===== src/rtl/core/bbc_pkg.sv =====
`default_nettype none

package bbc_pkg;

    localparam int SAMPLE_BITS  = 24;
    localparam int STATE_BITS   = 40;
    localparam int COEF_BITS    = 24;
    localparam int COEF_FRAC    = 22;
    localparam int THR_BITS     = 16;
    localparam int CFG_IDX_BITS = 4;
    localparam int CFG_DATA_BITS = COEF_BITS;

    localparam int PROD_BITS   = COEF_BITS + SAMPLE_BITS;
    // room for the doubled and negated b0*x product plus the rounding offset
    localparam int RND_IN_BITS = PROD_BITS + 2;
    localparam int RND_BITS    = RND_IN_BITS - COEF_FRAC;
    localparam int ACC_BITS    = ((RND_BITS > STATE_BITS) ? RND_BITS : STATE_BITS) + 2;

    typedef logic signed [SAMPLE_BITS-1:0]  t_sample;
    typedef logic signed [COEF_BITS-1:0]    t_coef;
    typedef logic signed [STATE_BITS-1:0]   t_state_w;
    typedef logic signed [PROD_BITS-1:0]    t_prod;
    typedef logic signed [RND_IN_BITS-1:0]  t_rnd_in;
    typedef logic signed [RND_BITS-1:0]     t_rnd;
    typedef logic signed [ACC_BITS-1:0]     t_acc;
    typedef logic [STATE_BITS-1:0]          t_mag;
    typedef logic [THR_BITS-1:0]            t_thr;
    typedef logic [CFG_IDX_BITS-1:0]        t_cfg_index;
    typedef logic [CFG_DATA_BITS-1:0]       t_cfg_data;

    typedef enum logic [CFG_IDX_BITS-1:0] {
        REG_MODE = 4'd0,
        REG_FB0  = 4'd1,
        REG_FA1  = 4'd2,
        REG_FA2  = 4'd3,
        REG_SB0  = 4'd4,
        REG_SA1  = 4'd5,
        REG_SA2  = 4'd6,
        REG_THR  = 4'd7
    } t_cfg_idx;

    typedef enum logic [2:0] {
        S_IDLE,
        S_MB,
        S_YC,
        S_M1,
        S_M2,
        S_N2,
        S_FL
    } t_seq_state;

    typedef enum logic [1:0] {
        MUL_B0,
        MUL_A1,
        MUL_A2
    } t_mul_sel;

    typedef struct packed {
        logic  mode;
        t_coef fb0;
        t_coef fa1;
        t_coef fa2;
        t_coef sb0;
        t_coef sa1;
        t_coef sa2;
        t_thr  thr;
    } t_cfg;

    typedef struct packed {
        logic     sec;
        logic     load_x;
        logic     pass_y;
        logic     mul_en;
        t_mul_sel mul_sel;
        logic     cap_y;
        logic     cap_n1;
        logic     cap_n2;
        logic     commit;
        logic     clr_second;
        logic     load_out;
    } t_dp_ctrl;

    localparam t_rnd_in RND_HALF  = t_rnd_in'(1) <<< (COEF_FRAC - 1);
    localparam t_acc    SMP_MAX   = (t_acc'(1) <<< (SAMPLE_BITS - 1)) - t_acc'(1);
    localparam t_acc    SMP_MIN   = -SMP_MAX - t_acc'(1);
    localparam t_acc    STATE_MAX = (t_acc'(1) <<< (STATE_BITS - 1)) - t_acc'(1);
    localparam t_acc    STATE_MIN = -STATE_MAX - t_acc'(1);

    // round half up to the state grid, floor shift
    function automatic t_rnd rnd(input t_rnd_in p);
        t_rnd_in t;
        t = p + RND_HALF;
        return t_rnd'(t[RND_IN_BITS-1:COEF_FRAC]);
    endfunction

    function automatic t_sample sat_sample(input t_acc v);
        t_acc r;
        if (v > SMP_MAX) begin
            r = SMP_MAX;
        end else if (v < SMP_MIN) begin
            r = SMP_MIN;
        end else begin
            r = v;
        end
        return t_sample'(r[SAMPLE_BITS-1:0]);
    endfunction

    function automatic t_state_w sat_state(input t_acc v);
        t_acc r;
        if (v > STATE_MAX) begin
            r = STATE_MAX;
        end else if (v < STATE_MIN) begin
            r = STATE_MIN;
        end else begin
            r = v;
        end
        return t_state_w'(r[STATE_BITS-1:0]);
    endfunction

    function automatic t_mag mag(input t_state_w v);
        t_state_w n;
        n = -v;
        return v[STATE_BITS-1] ? t_mag'(n) : t_mag'(v);
    endfunction

endpackage

`default_nettype wire


===== src/rtl/core/bbc_ifs.sv =====
`default_nettype none

interface bbc_in_if;
    logic               valid;
    logic               ready;
    bbc_pkg::t_sample   sample_in;

    modport source (output valid, output sample_in, input ready);
    modport sink   (input valid, input sample_in, output ready);
endinterface

interface bbc_out_if;
    logic               valid;
    logic               ready;
    bbc_pkg::t_sample   sample_out;

    modport source (output valid, output sample_out, input ready);
    modport sink   (input valid, input sample_out, output ready);
endinterface

interface bbc_cfg_if;
    logic                   valid;
    logic                   ready;
    bbc_pkg::t_cfg_index    index;
    bbc_pkg::t_cfg_data     data;

    modport source (output valid, output index, output data, input ready);
    modport sink   (input valid, input index, input data, output ready);
endinterface

`default_nettype wire


===== src/rtl/core/bbc_cfg_regs.sv =====
`default_nettype none

module bbc_cfg_regs (
    input  wire logic                   i_clk,
    input  wire logic                   i_rst_n,
    input  wire logic                   i_valid,
    input  wire bbc_pkg::t_cfg_index    i_index,
    input  wire bbc_pkg::t_cfg_data     i_data,
    output bbc_pkg::t_cfg               o_cfg
);

    bbc_pkg::t_cfg r_cfg;

    always_ff @(posedge i_clk) begin
        if (!i_rst_n) begin
            r_cfg <= '0;
        end else if (i_valid) begin
            case (i_index)
                bbc_pkg::REG_MODE: r_cfg.mode <= i_data[0];
                bbc_pkg::REG_FB0:  r_cfg.fb0  <= bbc_pkg::t_coef'(i_data);
                bbc_pkg::REG_FA1:  r_cfg.fa1  <= bbc_pkg::t_coef'(i_data);
                bbc_pkg::REG_FA2:  r_cfg.fa2  <= bbc_pkg::t_coef'(i_data);
                bbc_pkg::REG_SB0:  r_cfg.sb0  <= bbc_pkg::t_coef'(i_data);
                bbc_pkg::REG_SA1:  r_cfg.sa1  <= bbc_pkg::t_coef'(i_data);
                bbc_pkg::REG_SA2:  r_cfg.sa2  <= bbc_pkg::t_coef'(i_data);
                bbc_pkg::REG_THR:  r_cfg.thr  <= i_data[bbc_pkg::THR_BITS-1:0];
                default: begin
                    // drop writes beyond the register list
                end
            endcase
        end
    end

    assign o_cfg = r_cfg;

endmodule

`default_nettype wire


===== src/rtl/core/bbc_datapath.sv =====
`default_nettype none

module bbc_datapath (
    input  wire logic               i_clk,
    input  wire logic               i_rst_n,
    input  wire bbc_pkg::t_cfg      i_cfg,
    input  wire bbc_pkg::t_dp_ctrl  i_ctrl,
    input  wire bbc_pkg::t_sample   i_sample,
    output bbc_pkg::t_sample        o_sample
);

    bbc_pkg::t_sample   r_x;
    bbc_pkg::t_sample   r_y;
    bbc_pkg::t_sample   r_out;
    bbc_pkg::t_prod     r_prod;
    bbc_pkg::t_rnd      r_rb;
    bbc_pkg::t_rnd      r_rkb;
    bbc_pkg::t_state_w  r_n1;
    bbc_pkg::t_state_w  r_n2;
    bbc_pkg::t_state_w  r_s1 [2];
    bbc_pkg::t_state_w  r_s2 [2];

    bbc_pkg::t_coef     w_coef;
    bbc_pkg::t_sample   w_mul_b;
    bbc_pkg::t_prod     w_prod;
    bbc_pkg::t_rnd_in   w_pb_ext;
    bbc_pkg::t_rnd_in   w_pb2;
    bbc_pkg::t_rnd_in   w_pk;
    bbc_pkg::t_rnd      w_rb;
    bbc_pkg::t_rnd      w_rkb;
    bbc_pkg::t_rnd      w_rp;
    bbc_pkg::t_sample   w_y;
    bbc_pkg::t_state_w  w_n1;
    bbc_pkg::t_state_w  w_n2;
    bbc_pkg::t_state_w  w_s1_cur;
    bbc_pkg::t_state_w  w_s2_cur;
    bbc_pkg::t_mag      w_m1;
    bbc_pkg::t_mag      w_m2;
    bbc_pkg::t_mag      w_mmax;
    logic               w_flush;

    // shared multiplier operand selection
    always_comb begin
        case (i_ctrl.mul_sel)
            bbc_pkg::MUL_B0: w_coef = i_ctrl.sec ? i_cfg.sb0 : i_cfg.fb0;
            bbc_pkg::MUL_A1: w_coef = i_ctrl.sec ? i_cfg.sa1 : i_cfg.fa1;
            bbc_pkg::MUL_A2: w_coef = i_ctrl.sec ? i_cfg.sa2 : i_cfg.fa2;
            default:         w_coef = '0;
        endcase
    end

    assign w_mul_b = (i_ctrl.mul_sel == bbc_pkg::MUL_B0) ? r_x : r_y;
    assign w_prod  = bbc_pkg::t_prod'(w_coef) * bbc_pkg::t_prod'(w_mul_b);

    assign w_s1_cur = r_s1[i_ctrl.sec];
    assign w_s2_cur = r_s2[i_ctrl.sec];

    // b1*x is twice b0*x, negated for the highpass first section
    assign w_pb_ext = bbc_pkg::t_rnd_in'(r_prod);
    assign w_pb2    = w_pb_ext <<< 1;
    assign w_pk     = (i_cfg.mode && !i_ctrl.sec) ? -w_pb2 : w_pb2;
    assign w_rb     = bbc_pkg::rnd(w_pb_ext);
    assign w_rkb    = bbc_pkg::rnd(w_pk);
    assign w_rp     = bbc_pkg::rnd(w_pb_ext);

    assign w_y  = bbc_pkg::sat_sample(bbc_pkg::t_acc'(w_rb) + bbc_pkg::t_acc'(w_s1_cur));
    assign w_n1 = bbc_pkg::sat_state(bbc_pkg::t_acc'(r_rkb) - bbc_pkg::t_acc'(w_rp)
                                     + bbc_pkg::t_acc'(w_s2_cur));
    assign w_n2 = bbc_pkg::sat_state(bbc_pkg::t_acc'(r_rb) - bbc_pkg::t_acc'(w_rp));

    assign w_m1    = bbc_pkg::mag(r_n1);
    assign w_m2    = bbc_pkg::mag(r_n2);
    assign w_mmax  = (w_m1 > w_m2) ? w_m1 : w_m2;
    assign w_flush = w_mmax < bbc_pkg::t_mag'(i_cfg.thr);

    always_ff @(posedge i_clk) begin
        if (i_ctrl.load_x) begin
            r_x <= i_sample;
        end else if (i_ctrl.pass_y) begin
            r_x <= r_y;
        end
        if (i_ctrl.mul_en) begin
            r_prod <= w_prod;
        end
        if (i_ctrl.cap_y) begin
            r_rb  <= w_rb;
            r_rkb <= w_rkb;
            r_y   <= w_y;
        end
        if (i_ctrl.cap_n1) begin
            r_n1 <= w_n1;
        end
        if (i_ctrl.cap_n2) begin
            r_n2 <= w_n2;
        end
        if (i_ctrl.load_out) begin
            r_out <= r_y;
        end
    end

    always_ff @(posedge i_clk) begin
        if (!i_rst_n) begin
            r_s1[0] <= '0;
            r_s1[1] <= '0;
            r_s2[0] <= '0;
            r_s2[1] <= '0;
        end else begin
            if (i_ctrl.commit) begin
                r_s1[i_ctrl.sec] <= w_flush ? '0 : r_n1;
                r_s2[i_ctrl.sec] <= w_flush ? '0 : r_n2;
            end
            if (i_ctrl.clr_second) begin
                r_s1[1] <= '0;
                r_s2[1] <= '0;
            end
        end
    end

    assign o_sample = r_out;

endmodule

`default_nettype wire


===== src/rtl/core/bbc_sequencer.sv =====
`default_nettype none

module bbc_sequencer (
    input  wire logic           i_clk,
    input  wire logic           i_rst_n,
    input  wire logic           i_mode,
    input  wire logic           i_in_valid,
    output logic                o_in_ready,
    output logic                o_out_valid,
    input  wire logic           i_out_ready,
    output bbc_pkg::t_dp_ctrl   o_ctrl
);

    bbc_pkg::t_seq_state r_state;
    bbc_pkg::t_seq_state n_state;
    logic                r_sec;
    logic                n_sec;
    logic                r_out_valid;
    logic                w_last;
    logic                w_out_free;

    // highpass stops after the first section
    assign w_last     = i_mode || r_sec;
    assign w_out_free = !r_out_valid || i_out_ready;

    always_comb begin
        n_state = r_state;
        n_sec   = r_sec;
        case (r_state)
            bbc_pkg::S_IDLE: begin
                if (i_in_valid) begin
                    n_state = bbc_pkg::S_MB;
                    n_sec   = 1'b0;
                end
            end
            bbc_pkg::S_MB: n_state = bbc_pkg::S_YC;
            bbc_pkg::S_YC: n_state = bbc_pkg::S_M1;
            bbc_pkg::S_M1: n_state = bbc_pkg::S_M2;
            bbc_pkg::S_M2: n_state = bbc_pkg::S_N2;
            bbc_pkg::S_N2: n_state = bbc_pkg::S_FL;
            bbc_pkg::S_FL: begin
                if (!w_last) begin
                    n_state = bbc_pkg::S_MB;
                    n_sec   = 1'b1;
                end else if (w_out_free) begin
                    n_state = bbc_pkg::S_IDLE;
                    n_sec   = 1'b0;
                end
            end
            default: n_state = bbc_pkg::S_IDLE;
        endcase
    end

    always_comb begin
        o_ctrl         = '0;
        o_ctrl.sec     = r_sec;
        o_ctrl.mul_sel = bbc_pkg::MUL_B0;
        case (r_state)
            bbc_pkg::S_IDLE: o_ctrl.load_x = i_in_valid;
            bbc_pkg::S_MB: begin
                o_ctrl.mul_en  = 1'b1;
                o_ctrl.mul_sel = bbc_pkg::MUL_B0;
            end
            bbc_pkg::S_YC: o_ctrl.cap_y = 1'b1;
            bbc_pkg::S_M1: begin
                o_ctrl.mul_en  = 1'b1;
                o_ctrl.mul_sel = bbc_pkg::MUL_A1;
            end
            bbc_pkg::S_M2: begin
                o_ctrl.mul_en  = 1'b1;
                o_ctrl.mul_sel = bbc_pkg::MUL_A2;
                o_ctrl.cap_n1  = 1'b1;
            end
            bbc_pkg::S_N2: o_ctrl.cap_n2 = 1'b1;
            bbc_pkg::S_FL: begin
                if (!w_last) begin
                    o_ctrl.commit = 1'b1;
                    o_ctrl.pass_y = 1'b1;
                end else if (w_out_free) begin
                    // hold states until the output register can take the item
                    o_ctrl.commit     = 1'b1;
                    o_ctrl.load_out   = 1'b1;
                    o_ctrl.clr_second = i_mode;
                end
            end
            default: o_ctrl = '0;
        endcase
    end

    always_ff @(posedge i_clk) begin
        if (!i_rst_n) begin
            r_state     <= bbc_pkg::S_IDLE;
            r_sec       <= 1'b0;
            r_out_valid <= 1'b0;
        end else begin
            r_state <= n_state;
            r_sec   <= n_sec;
            if (o_ctrl.load_out) begin
                r_out_valid <= 1'b1;
            end else if (i_out_ready) begin
                r_out_valid <= 1'b0;
            end
        end
    end

    assign o_in_ready  = (r_state == bbc_pkg::S_IDLE);
    assign o_out_valid = r_out_valid;

endmodule

`default_nettype wire


===== src/rtl/core/butterworth_biquad_cascade_core.sv =====
// Fourth-order IIR filter: two transposed-direct-form-2 biquad sections in
// series, sharing one 24 x SAMPLE_BITS multiplier under a small sequencer.
// Channels: i_in carries one Q1.23 sample per item, o_out one filtered
// sample per item, i_cfg writes the eight mode, coefficient and threshold
// registers by index (always ready; write only while no sample is in flight).
// Each section steps through b0*x, output sum, a1*y, a2*y, second state,
// then the flush compare and state update. The one multiplier serves the
// b0*x, a1*y and a2*y steps of both sections.
// Lowpass: an accepted item runs section one, then section two, and its
// result is loaded into the output register after section two. Highpass
// runs section one only. A new item is taken once the last one is loaded.
// i_in.ready is high only while the sequencer is idle. The result sits in an
// output register; while the receiver stalls, the next item is still
// accepted and processed, and holds in its last step until that register
// frees up.
// Reset (i_rst_n low, synchronous) clears all filter states, the
// configuration registers and the output valid.
`default_nettype none

module butterworth_biquad_cascade_core (
    input  wire logic   i_clk,
    input  wire logic   i_rst_n,
    bbc_in_if.sink      i_in,
    bbc_out_if.source   o_out,
    bbc_cfg_if.sink     i_cfg
);

    bbc_pkg::t_cfg      w_cfg;
    bbc_pkg::t_dp_ctrl  w_ctrl;
    logic               w_in_ready;
    logic               w_out_valid;
    bbc_pkg::t_sample   w_out_sample;

    assign i_cfg.ready = 1'b1;

    bbc_cfg_regs u_cfg_regs (
        .i_clk   (i_clk),
        .i_rst_n (i_rst_n),
        .i_valid (i_cfg.valid),
        .i_index (i_cfg.index),
        .i_data  (i_cfg.data),
        .o_cfg   (w_cfg)
    );

    bbc_sequencer u_sequencer (
        .i_clk       (i_clk),
        .i_rst_n     (i_rst_n),
        .i_mode      (w_cfg.mode),
        .i_in_valid  (i_in.valid),
        .o_in_ready  (w_in_ready),
        .o_out_valid (w_out_valid),
        .i_out_ready (o_out.ready),
        .o_ctrl      (w_ctrl)
    );

    bbc_datapath u_datapath (
        .i_clk    (i_clk),
        .i_rst_n  (i_rst_n),
        .i_cfg    (w_cfg),
        .i_ctrl   (w_ctrl),
        .i_sample (i_in.sample_in),
        .o_sample (w_out_sample)
    );

    assign i_in.ready       = w_in_ready;
    assign o_out.valid      = w_out_valid;
    assign o_out.sample_out = w_out_sample;

endmodule

`default_nettype wire


===== src/flat_wrapper.sv =====
// flat-port wrapper written by rule: the top's interface ports become plain ports
module butterworth_biquad_cascade_core_flat 
  (i_clk, i_rst_n, i_in_valid, i_in_sample_in, i_in_ready, o_out_valid, o_out_sample_out, o_out_ready, i_cfg_valid, i_cfg_index, i_cfg_data, i_cfg_ready);
  bbc_in_if i_in_i ();
  bbc_out_if o_out_i ();
  bbc_cfg_if i_cfg_i ();
  input  wire logic i_clk;
  input  wire logic i_rst_n;
  input wire logic [$bits(i_in_i.valid)-1:0] i_in_valid;
  input wire logic [$bits(i_in_i.sample_in)-1:0] i_in_sample_in;
  output wire logic [$bits(i_in_i.ready)-1:0] i_in_ready;
  output wire logic [$bits(o_out_i.valid)-1:0] o_out_valid;
  output wire logic [$bits(o_out_i.sample_out)-1:0] o_out_sample_out;
  input wire logic [$bits(o_out_i.ready)-1:0] o_out_ready;
  input wire logic [$bits(i_cfg_i.valid)-1:0] i_cfg_valid;
  input wire logic [$bits(i_cfg_i.index)-1:0] i_cfg_index;
  input wire logic [$bits(i_cfg_i.data)-1:0] i_cfg_data;
  output wire logic [$bits(i_cfg_i.ready)-1:0] i_cfg_ready;
  assign i_in_i.valid = i_in_valid;
  assign i_in_i.sample_in = i_in_sample_in;
  assign i_in_ready = i_in_i.ready;
  assign o_out_valid = o_out_i.valid;
  assign o_out_sample_out = o_out_i.sample_out;
  assign o_out_i.ready = o_out_ready;
  assign i_cfg_i.valid = i_cfg_valid;
  assign i_cfg_i.index = i_cfg_index;
  assign i_cfg_i.data = i_cfg_data;
  assign i_cfg_ready = i_cfg_i.ready;
  butterworth_biquad_cascade_core u_core (.i_clk(i_clk), .i_rst_n(i_rst_n), .i_in(i_in_i), .o_out(o_out_i), .i_cfg(i_cfg_i));
endmodule

===== config.mk =====
export PLATFORM = sky130hd
export DESIGN_NAME = butterworth_biquad_cascade_core_flat
export DESIGN_NICKNAME = d
export VERILOG_FILES = /design/src/rtl/core/bbc_pkg.sv /design/src/rtl/core/bbc_ifs.sv /design/src/rtl/core/bbc_cfg_regs.sv /design/src/rtl/core/bbc_datapath.sv /design/src/rtl/core/bbc_sequencer.sv /design/src/rtl/core/butterworth_biquad_cascade_core.sv /design/src/flat_wrapper.sv
export SDC_FILE = /design/constraint.sdc
export NUM_CORES = 2
export LEC_CHECK = 0
export ABC_CLOCK_PERIOD_IN_PS = 31500
export CAP_MARGIN = 20
export CORE_UTILIZATION = 32
export CTS_BUF_LIST = sky130_fd_sc_hd__clkbuf_16
export DETAILED_ROUTE_END_ITERATION = 16
export DONT_BUFFER_PORTS = 1
export HOLD_SLACK_MARGIN = 0.08
export PLACE_DENSITY_LB_ADDON = 0.25
export SLEW_MARGIN = 25
export SYNTH_ARGS = -nofsm -noshare
export SYNTH_HDL_FRONTEND = slang
export SYNTH_SLANG_ARGS = --single-unit

===== constraint.sdc =====
create_clock -name i_clk -period 31.5 [get_ports i_clk]
set_input_delay 6.3 -clock i_clk [delete_from_list [all_inputs] [get_ports i_clk]]
set_output_delay 6.3 -clock i_clk [all_outputs]
set_load 0.005 [all_outputs]

==> flow_summary.toml <==
[status]
status = "finished, final reports clean"

[routing]
via_per_inst = 5.18
drc = 0
ant_nets = 0
routed_wl_mm = 173
num_vias = 40000
wl_per_cell_um = 22.4
drtIter0Drc = 3479
first_pass_iters = 5

[synthesis]
synth-seq-area-share = 0.268
yosysTopAreaCell = "fa_1"
synth_area_leaders = "fa_1, edfxtp_1, dfxtp_1"
synth_area_um2 = 52600
synth_edf_count = 313
ys_ff_latch = 548
yosysWarnings = 0
synth.net_count = 6617
synth_ff_type = "edfxtp_1"
synth_cells = 5629
syn_area_per_cell_um2 = 9.34
async_flop_share = 0
ys_types = 84
synth_top_area_frac = 0.243

[global_routing]
grt_pass1_wl_mm = 261
grt_usage = 0.207
grt-ovfl-total = 0
grt_pass1_vias = 40600
grt_max_degree = 91
antenna_found_initial = 13

[min_path]
hp-start = "u_core.u_cfg_regs.o_cfg[16]"
hp-class = "reg2reg"
hold_path_depth = 2
holdPathEnd = "u_core.u_cfg_regs.o_cfg[16]"

[timing]
finalCritPeriodShare = 0.358
rsz0062_at_grt = "false"
finalMaxSlewViolations = 0
setup_violations = 0
max_slew.worst_pin.slew_ns = 0.991
hold_viol = 0
skew_ns = 0.0274
slew_headroom = 0.339
fin_crit_ns = 11.29
fmax_ghz = 0.0886
fin_ws_ns = 20.21
finalSetupTns_ns = 0

[cts]
cts_made_buffers = 66
cts_sinks = 548
clk-insertion-delay-late_ns = 0.65
htree_num_levels = 3
tritoncts = "built"
cts-root-buf = "clkbuf_16"
holdBufCountCts = 0
post-cts-setup-buffers = 0
cts_resized = 0
clockBufferDepth = 3
path_clk_slew_ns = 0.06

[cells_and_area]
drive_above_1_share = 0.0700
final_common_cell = "nand2_1"
syn_to_final_growth_pct = 8.81
nFillCells = 16800
layout_common_cells = "nand2_1, inv_1, fa_1"
final_nets = 6477

[power]
p_leak_nw = 24.6
vdd_drop_max_uv = 45.8
power_density_nw_per_um2 = 49.8

[placement]
pre_cts_slack_ns = 20.47
place.port_buffers = 0
post-dp-hpwl_mm = 134
place_congestion = 0.920

[worst_setup_path]
path_class = "reg2reg"
cp_slowest_cell = "mux2i_1"
r2r_start = "u_core.u_sequencer.r_state[0]"
cp-startpoint = "u_core.u_sequencer.r_state[0]"
reg2reg_to = "u_core.u_datapath.r_prod[46]"
critPathMaxFanout = 49
reg2reg_slack_ns = 20.21
start_kind = "flop"
slowest_delay_ns = 0.83
end_kind = "flop"
crit_top_cell = "fa_1"
cp.arrival_ns = 11.76
critPathRequiredTime_ns = 31.97
reg2regPathDepth = 32

[die]
die-area_um2 = 166000
fp.dieW_um = 407
row_count = 148
die_h_um = 407
coreArea_um2 = 163000
initial_core_util = 0.323
pin_count = 84

[flow_run]
drv_cap = 0
-- routing by layer --
layer	wire length (µm)	track usage
met5	60	0
met4	5590	0.0638
met3	10500	0.0335
met2	81300	0.342
met1	75700	0.277
-- registers in the layout (all words and copies together), names as in the netlist --
register,cells
u_core.u_datapath.r_s1,80
u_core.u_datapath.r_rb,27
u_core.u_datapath.r_n1,40
u_core.u_sequencer.o_out_valid,1
u_core.u_datapath.r_rkb,28
u_core.u_datapath.r_x,24
u_core.u_datapath.r_s2,58
u_core.u_sequencer.r_state,3
u_core.u_sequencer.r_sec,1
u_core.u_datapath.r_prod,48
u_core.u_cfg_regs.o_cfg,161
u_core.u_datapath.r_n2,29
u_core.u_datapath.o_sample,24
u_core.u_datapath.r_y,24
-- where the power goes --
part / switching, mW / leakage (nW) / internal (mW)
Clock: 0.328 / 1.09 / 0.435
Sequential: 0.0566 / 4.84 / 0.861
Combinational: 0.724 / 18.6 / 0.443
-- final cells by class --
class,instances,area (µm²),share of cell area
clock buffers,68,1700,0.0297
clock inverters,52,405,0.00708
diodes,5,12.5,0.000219
flip-flops and latches,548,14100,0.246
inverters,733,2760,0.0481
repair buffers,86,686,0.0120
well taps,2175,2720,0.0476
multi-input cells,4054,34800,0.609
-- kinds of logic after synthesis --
kind of cell	count (synthesis)	synth area share
XOR/XNOR	268	0.0446
flip-flops	548	0.268
other	1	0.0000713
AO/OA/AOI/OAI	988	0.124
multiplexers	171	0.0353
adder cells (fa/ha/maj)	931	0.313
AND/OR/NAND/NOR	1695	0.141
buffers and inverters	1027	0.0741
-- synth_stat cells, types with 11 or more instances --
cell type	instances
nand2_1	827
inv_1	731
fa_1	638
nor2_1	434
a21oi_1	327
edfxtp_1	313
ha_1	293
clkbuf_1	249
dfxtp_1	235
xnor2_1	169
o21ai_0	147
a21o_1	127
mux2_2	115
nor3_1	107
xor2_1	99
a22o_1	95
mux2i_1	54
nand3_1	52
nand2b_1	32
nor4_1	32
o31ai_1	31
nand4_1	30
nor2b_1	30
a22oi_1	27
and3_1	25
or3_1	25
a211oi_1	24
a31oi_1	24
buf_1	24
o221a_2	24
o221ai_1	23
o21a_1	22
and2_1	21
o21bai_1	18
buf_2	16
or2_2	15
nand3b_1	14
o211ai_1	14
or4_1	11
-- how the worst max path moves through the flow --
stage                                   endpoint  slack [ns]
floorplan           u_core.u_datapath.r_prod[46]       21.33
finish              u_core.u_datapath.r_prod[46]       20.21
global route        u_core.u_datapath.r_prod[46]       19.42
detailed placement  u_core.u_datapath.r_prod[46]       20.47
CTS                 u_core.u_datapath.r_prod[46]       20.45
global placement    u_core.u_datapath.r_prod[46]       20.35
-- critical path, delay by kind of cell (launching register included) --
kind,cells,cell delay (ns)
buffers and inverters,8,2.27
AOI/OAI and AO/OA,10,2.22
DFF,1,0.47
adders and majority gates,8,4.03
and+or+nand+nor,5,1.21
muxes,1,0.83
-- stage by stage --
| stage | utilization | cell area [µm²] | std cells | hold WS [ns] | total power, mW |
|---|---|---|---|---|---|
| after global placement | 0.338 | 55000 | 7594 | 0.440 | 2.08 |
| after global routing | 0.351 | 57200 | 7719 | 0.468 | 3.03 |
| after floorplan | - | 52600 | 5629 | 0.433 | 1.75 |
| after detailed placement | 0.338 | 55100 | 7596 | 0.446 | 2.09 |
| final | 0.351 | 57200 | 7721 | 0.451 | 2.85 |
| after CTS | 0.351 | 57200 | 7716 | 0.454 | 2.87 |
Power figures use the tool's default switching activity.
